### config.mk
export PLATFORM = sky130hd
export DESIGN_NAME = fisher_yates_shuffle_engine
export DESIGN_NICKNAME = d
export VERILOG_FILES = /design/src/rtl/fys_pkg.sv /design/src/rtl/fisher_yates_shuffle_engine.sv
export SDC_FILE = /design/constraint.sdc
export NUM_CORES = 2
export LEC_CHECK = 0
export BUFFER_PORTS_ARGS = -buffer_cell sky130_fd_sc_hd__buf_4
export CAP_MARGIN = 20
export CORE_ASPECT_RATIO = 1.5
export CORE_UTILIZATION = 40
export CTS_BUF_LIST = sky130_fd_sc_hd__clkbuf_16
export CTS_CLUSTER_DIAMETER = 30
export DETAILED_ROUTE_END_ITERATION = 8
export SLEW_MARGIN = 20
export SYNTH_ARGS = -nofsm -noshare
export SYNTH_HDL_FRONTEND = slang
export SYNTH_SLANG_ARGS = --single-unit
### constraint.sdc
create_clock -name clk -period 6.4 [get_ports clk]
set_input_delay 1.28 -clock clk [delete_from_list [all_inputs] [get_ports clk]]
set_output_delay 1.28 -clock clk [all_outputs]
set_load 0.02 [all_outputs]
### src/rtl/fys_pkg.sv
// Shared types and constants for the shuffle engine.
`default_nettype none
package fys_pkg;

  localparam int ELEM_W = 32;
  localparam int RND_W  = 31;
  localparam int POS_W  = 5;

  typedef enum logic [1:0] {
    MODE_LOAD    = 2'd0,
    MODE_CLEAR   = 2'd1,
    MODE_RESTORE = 2'd2,
    MODE_SWAP    = 2'd3
  } mode_t;

endpackage
`default_nettype wire

### src/rtl/fisher_yates_shuffle_engine.sv
// Shuffle engine top level: list stores, modulo unit and sequencer.
//
//  channel   ports                                  handshake
//  command   mode, value, random_word               start, busy (taken when start && !busy)
//  result    element, position, last                strobe (one cycle, cannot be held off)
//
// Restore streams the original list back, one word per element.
// A swap step runs the bit-serial remainder unit, then two reads and two
// writes through the working store. The final step of a pass then streams
// the list out.
// Reset clears count, position, sequencer state and the pending result; list stores keep their contents.
// busy stays high until the last result word has left the strobe register.
`default_nettype none
module fisher_yates_shuffle_engine #(
  parameter int DEPTH = 32
) (
  input  wire logic                                 clk,
  input  wire logic                                 rst,
  input  wire logic                                 start,
  output logic                                      busy,
  input  wire fys_pkg::mode_t                       mode,
  input  wire logic signed [fys_pkg::ELEM_W-1:0]    value,
  input  wire logic        [fys_pkg::RND_W-1:0]     random_word,
  output logic                                      strobe,
  output logic signed [fys_pkg::ELEM_W-1:0]         element,
  output logic        [fys_pkg::POS_W-1:0]          position,
  output logic                                      last
);
  import fys_pkg::*;

  localparam int CW = $clog2(DEPTH + 1);
  localparam int IW = $clog2(DEPTH);
  localparam int BW = $clog2(RND_W);

  typedef enum logic [2:0] {
    S_IDLE, S_MOD, S_RDI, S_RDJ, S_WRI, S_WRJ, S_EMIT, S_COPY
  } state_t;

  state_t              state;
  logic [CW-1:0]       element_count;
  logic [POS_W-1:0]    swap_position;
  logic [IW-1:0]       idx_i;
  logic [IW-1:0]       rem;
  logic [RND_W-1:0]    dvd;
  logic [BW-1:0]       bitcnt;
  logic [ELEM_W-1:0]   held;
  logic [IW-1:0]       k;
  logic                pend_valid;
  logic [IW-1:0]       pend_pos;
  logic                pend_last;
  logic                pend_copy;

  logic [ELEM_W-1:0]   orig_mem [DEPTH];
  logic [ELEM_W-1:0]   work_mem [DEPTH];
  logic [ELEM_W-1:0]   orig_rdata;
  logic [ELEM_W-1:0]   work_rdata;

  logic                accept;
  logic                can_load;
  logic [CW-1:0]       count_inc;
  logic [IW-1:0]       last_idx;
  logic [IW-1:0]       start_i;
  logic [IW:0]         dsr;
  logic [IW:0]         trial;
  logic [IW-1:0]       rem_next;

  logic                work_we;
  logic [IW-1:0]       work_waddr;
  logic [ELEM_W-1:0]   work_wdata;
  logic [IW-1:0]       work_raddr;
  logic                orig_we;

  function automatic logic [POS_W-1:0] rearm(input logic [CW-1:0] cnt);
    logic [CW-1:0] dec;
    dec = cnt - 1'b1;
    return (cnt == '0) ? '0 : POS_W'(dec);
  endfunction

  assign busy      = (state != S_IDLE) || pend_valid;
  assign accept    = start && !busy;
  assign can_load  = element_count < CW'(DEPTH);
  assign count_inc = element_count + 1'b1;
  assign last_idx  = IW'(element_count - 1'b1);

  // partner position walks down; clamp if the list shrank underneath it
  always_comb begin
    if (32'(swap_position) >= 32'(element_count)) begin
      start_i = last_idx;
    end else begin
      start_i = IW'(swap_position);
    end
  end

  // restoring remainder step, one dividend bit per cycle
  assign dsr   = {1'b0, idx_i} + 1'b1;
  assign trial = {rem, dvd[RND_W-1]};
  always_comb begin
    if (trial >= dsr) begin
      rem_next = IW'(trial - dsr);
    end else begin
      rem_next = IW'(trial);
    end
  end

  always_comb begin
    unique case (state)
      S_RDI:   work_raddr = idx_i;
      S_RDJ:   work_raddr = rem;
      default: work_raddr = k;
    endcase
  end

  always_comb begin
    orig_we    = accept && (mode == MODE_LOAD) && can_load;
    work_we    = 1'b0;
    work_waddr = IW'(element_count);
    work_wdata = value;
    priority if (pend_valid && pend_copy) begin
      work_we    = 1'b1;
      work_waddr = pend_pos;
      work_wdata = orig_rdata;
    end else if (state == S_WRI) begin
      work_we    = 1'b1;
      work_waddr = idx_i;
      work_wdata = work_rdata;
    end else if (state == S_WRJ) begin
      work_we    = 1'b1;
      work_waddr = rem;
      work_wdata = held;
    end else if (orig_we) begin
      work_we    = 1'b1;
    end else begin
      work_we    = 1'b0;
    end
  end

  always_ff @(posedge clk) begin
    if (orig_we) begin
      orig_mem[IW'(element_count)] <= value;
    end
    orig_rdata <= orig_mem[k];
  end

  always_ff @(posedge clk) begin
    if (work_we) begin
      work_mem[work_waddr] <= work_wdata;
    end
    work_rdata <= work_mem[work_raddr];
  end

  always_ff @(posedge clk) begin
    if (rst) begin
      state         <= S_IDLE;
      element_count <= '0;
      swap_position <= '0;
      pend_valid    <= 1'b0;
    end else begin
      pend_valid <= 1'b0;
      unique case (state)
        S_IDLE: begin
          if (accept) begin
            unique case (mode)
              MODE_LOAD: begin
                if (can_load) begin
                  element_count <= count_inc;
                  swap_position <= rearm(count_inc);
                end
              end
              MODE_CLEAR: begin
                element_count <= '0;
                swap_position <= '0;
              end
              MODE_RESTORE: begin
                swap_position <= rearm(element_count);
                k             <= '0;
                if (element_count != '0) begin
                  state <= S_COPY;
                end
              end
              MODE_SWAP: begin
                idx_i  <= start_i;
                rem    <= '0;
                dvd    <= random_word;
                bitcnt <= BW'(RND_W - 1);
                if (element_count != '0) begin
                  state <= S_MOD;
                end
              end
            endcase
          end
        end
        S_MOD: begin
          rem <= rem_next;
          dvd <= {dvd[RND_W-2:0], 1'b0};
          if (bitcnt == '0) begin
            state <= S_RDI;
          end else begin
            bitcnt <= bitcnt - 1'b1;
          end
        end
        S_RDI: begin
          state <= S_RDJ;
        end
        S_RDJ: begin
          held  <= work_rdata;
          state <= S_WRI;
        end
        S_WRI: begin
          state <= S_WRJ;
        end
        S_WRJ: begin
          k <= '0;
          if (idx_i == '0) begin
            swap_position <= rearm(element_count);
            state         <= S_EMIT;
          end else begin
            swap_position <= POS_W'(idx_i - 1'b1);
            state         <= S_IDLE;
          end
        end
        S_EMIT, S_COPY: begin
          pend_valid <= 1'b1;
          pend_pos   <= k;
          pend_last  <= (k == last_idx);
          pend_copy  <= (state == S_COPY);
          if (k == last_idx) begin
            state <= S_IDLE;
          end else begin
            k <= k + 1'b1;
          end
        end
        default: state <= S_IDLE;
      endcase
    end
  end

  assign strobe   = pend_valid;
  assign position = POS_W'(pend_pos);
  assign last     = pend_last;
  assign element  = pend_copy ? orig_rdata : work_rdata;

  a_rem_bound: assert property (@(posedge clk) disable iff (rst)
    (state == S_MOD) |-> ({1'b0, rem} < dsr))
    else $error("remainder not below divisor");

  a_count_bound: assert property (@(posedge clk) disable iff (rst)
    32'(element_count) <= DEPTH)
    else $error("element count beyond depth");

  a_strobe_busy: assert property (@(posedge clk) disable iff (rst)
    strobe |-> busy)
    else $error("result word while not busy");

  a_last_gap: assert property (@(posedge clk) disable iff (rst)
    (strobe && last) |=> !strobe)
    else $error("word after last of list");

  a_work_nonempty: assert property (@(posedge clk) disable iff (rst)
    (state != S_IDLE) |-> (element_count != '0))
    else $error("sequencer running on empty list");

endmodule
`default_nettype wire
==> flow_metrics.env <==
export IMPL_dr_pass1_iters=8
export IMPL_synth_flop_cell="edfxtp_1"
export IMPL_avgSynthCellArea_um2=16.4
export IMPL_drcViolationCount=12
export IMPL_cts_buffer_depth=4
export IMPL_synth_edff_count=2138
export IMPL_cts_resized=0
export IMPL_holdWs_ps=455
export IMPL_yosysSeqAreaShare_pct=75.7
export IMPL_std_cell_rows=209
export IMPL_timing_fmax_mhz=232
export IMPL_worst_slew_pin_slew_ps=1140
export IMPL_numCtsBuffers=363
export IMPL_clk_pin_slew_ps=40
export IMPL_crit_fanout=32
export IMPL_start_util_pct=40.3
export IMPL_boundaryPins=108
export IMPL_setup_viol=0
export IMPL_fp_dieH_um=573
export IMPL_final_max_slew_violation_count=0
export IMPL_crit_path_end_kind="register"
export IMPL_clock_skew_final_ps=107
export IMPL_drt_wl_total_um=220000
export IMPL_synth_area_mm2=0.0870
export IMPL_tns_ps=0
export IMPL_clockPowerShare_pct=39.9
export IMPL_post_cts_buffers=0
export IMPL_fin_crit_ps=4320
export IMPL_synth_area_leaders="edfxtp_1, mux4_2, nand2_1"
export IMPL_synth_net_count=5397
export IMPL_seqPwrFrac_pct=35.9
export IMPL_period_share_pct=67.4
export IMPL_final_util_pct=48.4
export IMPL_grt_pass1_vias=48300
export IMPL_port_buffers=107
export IMPL_synth_top_area_cell="edfxtp_1"
export IMPL_gr_total_overflow=0
export IMPL_syn_to_final_growth_pct=20.3
export IMPL_startpoint_type="register"
export IMPL_ctsHoldBuffers=0
export IMPL_clock_latency_ps=870
export IMPL_cellPowerDensity_mw_per_mm2=473
export IMPL_syn_inst=5304
export IMPL_cts_sinks=2217
export IMPL_drtIter0Drc=4815
export IMPL_grtUsageTotal_pct=19.8
export IMPL_synth_async_reset_ratio_pct=0
export IMPL_grt_pass1_wl_um=324000
export IMPL_synth_top_area_share_pct=73.8
export IMPL_yosys_register_bits=2217
export IMPL_cts_root_buf="clkbuf_16"
export IMPL_wl_per_cell_um=25.2
export IMPL_ant_nets=0
export IMPL_ir_worst_vdd_v=0.000365
export IMPL_antenna_found_initial=19
export IMPL_nets=5663
export IMPL_status="complete, but fails checks"
export IMPL_min_path_type="register to register"
export IMPL_rsz0062_at_grt="no"
export IMPL_relSlewSlack_pct=23.6
export IMPL_required_ps=6810
export IMPL_drive_gt1_share_pct=22.8
export IMPL_p_int_mw=33.7
export IMPL_power_frac_comb_pct=24.2
export IMPL_cap_viol_max_count=0
export IMPL_swShare_pct=31.8
export IMPL_gp_congestion=0.851
export IMPL_p_leak_nw=34.7
export IMPL_path_class="register to register"
export IMPL_violations="DRC"
export IMPL_via_count=48100
export IMPL_dp_cells=8039
export IMPL_grt_max_degree=152
export IMPL_tritoncts="built"
export IMPL_die_area_mm2=0.219
export IMPL_htreeDepth=5
export IMPL_fillers=17900
export IMPL_synth_distinct_cells=57
export IMPL_synth_warnings=0
export IMPL_final_cells=8723
export IMPL_routed_via_density=5.51
export IMPL_finalHoldViolations=0
export IMPL_p_switching_mw=15.7
export IMPL_dp_hpwl_um=135000
export IMPL_worstPathArrival_ps=4730
export IMPL_core_area_mm2=0.216
export IMPL_p_total_mw=49.4
export IMPL_die_w_um=383
metrics by stage:
step	setup slack [ps]	cell area, µm²
finish	2080	105000
global route	1850	105000
CTS	2150	104000
detailed placement	1440	91800
global placement	1350	91400
floorplan	866	87000
worst paths after layout:
check                    from                to  slack [ps]  cells after the start
min reg2reg  swap_position[0]  swap_position[0]         450                      2
max reg2reg          state[2]   work_mem[2][24]        2080                      7
max                  state[2]   work_mem[2][24]        2080                      7
min          swap_position[0]  swap_position[0]         450                      2
worst max-delay path: stages (launching register included):
cell      delay [ps]
dfxtp_1          450
nor3_2           410
nand3b_1         280
nor2_1           460
nor2_1           230
o31ai_1          430
nand2_1          610
nor2_4          1040
metal layers:
| layer | global-route usage, % | part of all wire (%) |
|---|---|---|
| met5 | 0 | 0.018 |
| met1 | 25.3 | 39 |
| met3 | 4.53 | 7.3 |
| met2 | 33.4 | 50 |
| met4 | 6.17 | 2.8 |
state kept, by name, summed over array words and instances (netlist names), 3 cells and up:
| name | flops |
|---|---|
| bitcnt | 5 |
| dvd | 31 |
| element_count | 6 |
| held | 32 |
| idx_i | 5 |
| k | 5 |
| orig_mem | 1024 |
| orig_rdata | 32 |
| position | 5 |
| rem | 5 |
| state | 3 |
| swap_position | 5 |
| work_mem | 1024 |
| work_rdata | 32 |
cells in the mapped netlist (all sizes together), types with 5 or more instances:
cell and instances:
mux2 71, edfxtp 2138, mux2i 43, o21ai 51
a31oi 162, mux4 320, xor2 8, o21a 10
a32oi 128, nand2 1199, nand3 401, buf 183
dfxtp 79, nand2b 6, clkbuf 146, nor2b 5
nor3 13, and3 36, a21o 6, a21oi 58
xnor2 16, ha 24, nor2 141, inv 19
cells by family after synthesis:
kind of cell	Yosys count	share of synthesized area, %
XOR/XNOR	24	0.242
flip-flops	2217	75.7
AND/OR/NAND/NOR	1820	8.67
multiplexers	434	9.73
adder cells (fa/ha/maj)	25	0.368
buffers and inverters	349	1.94
AO/OA/AOI/OAI	435	3.40
layout make-up:
cell class | instances | area (µm²) | share of cell area (%)
timing repair buffer | 230 | 2320 | 2.22
antenna | 2 | 5.00 | 0.00478
inverter | 20 | 75.1 | 0.0718
multi-input combinational | 2738 | 20400 | 19.5
clock inverter | 298 | 3210 | 3.07
sequential | 2217 | 65800 | 62.9
clock buffer | 370 | 9260 | 8.85
tap | 2848 | 3560 | 3.41
power by group through the flow:
stage	clock network [mW]	registers [mW]	logic, mW
after floorplan	0	17.8	7.55
after global placement	0	18.0	11.8
after detailed placement	0	18.0	11.9
after CTS	20.0	17.7	12.0
after global routing	20.6	17.8	12.9
final	19.7	17.7	12.0
cell usage in the layout (no fill, tap or decap), types with 11 or more instances in the layout:
cell type | synthesis | final
a21oi_1 | 58 | 58
a31oi_1 | 162 | 162
a32oi_1 | 128 | 128
and3_1 | 36 | 36
buf_12 | 0 | 36
buf_4 | 20 | 187
bufinv_16 | 0 | 48
clkbuf_16 | 0 | 370
clkinv_1 | 1 | 34
clkinv_2 | 0 | 44
clkinv_4 | 0 | 42
clkinvlp_4 | 0 | 34
dfxtp_1 | 79 | 78
edfxtp_1 | 2138 | 2138
ha_1 | 24 | 24
inv_1 | 19 | 52
inv_6 | 0 | 43
inv_8 | 0 | 15
mux2_2 | 68 | 67
mux2i_1 | 42 | 42
mux4_2 | 320 | 320
nand2_1 | 1199 | 1198
nand3_1 | 400 | 400
nor2_1 | 141 | 77
nor2_4 | 0 | 64
nor3_1 | 12 | 11
o21ai_0 | 50 | 17
o21ai_4 | 0 | 29
xnor2_1 | 16 | 16
No activity file was read; power rests on OpenSTA's default activity.
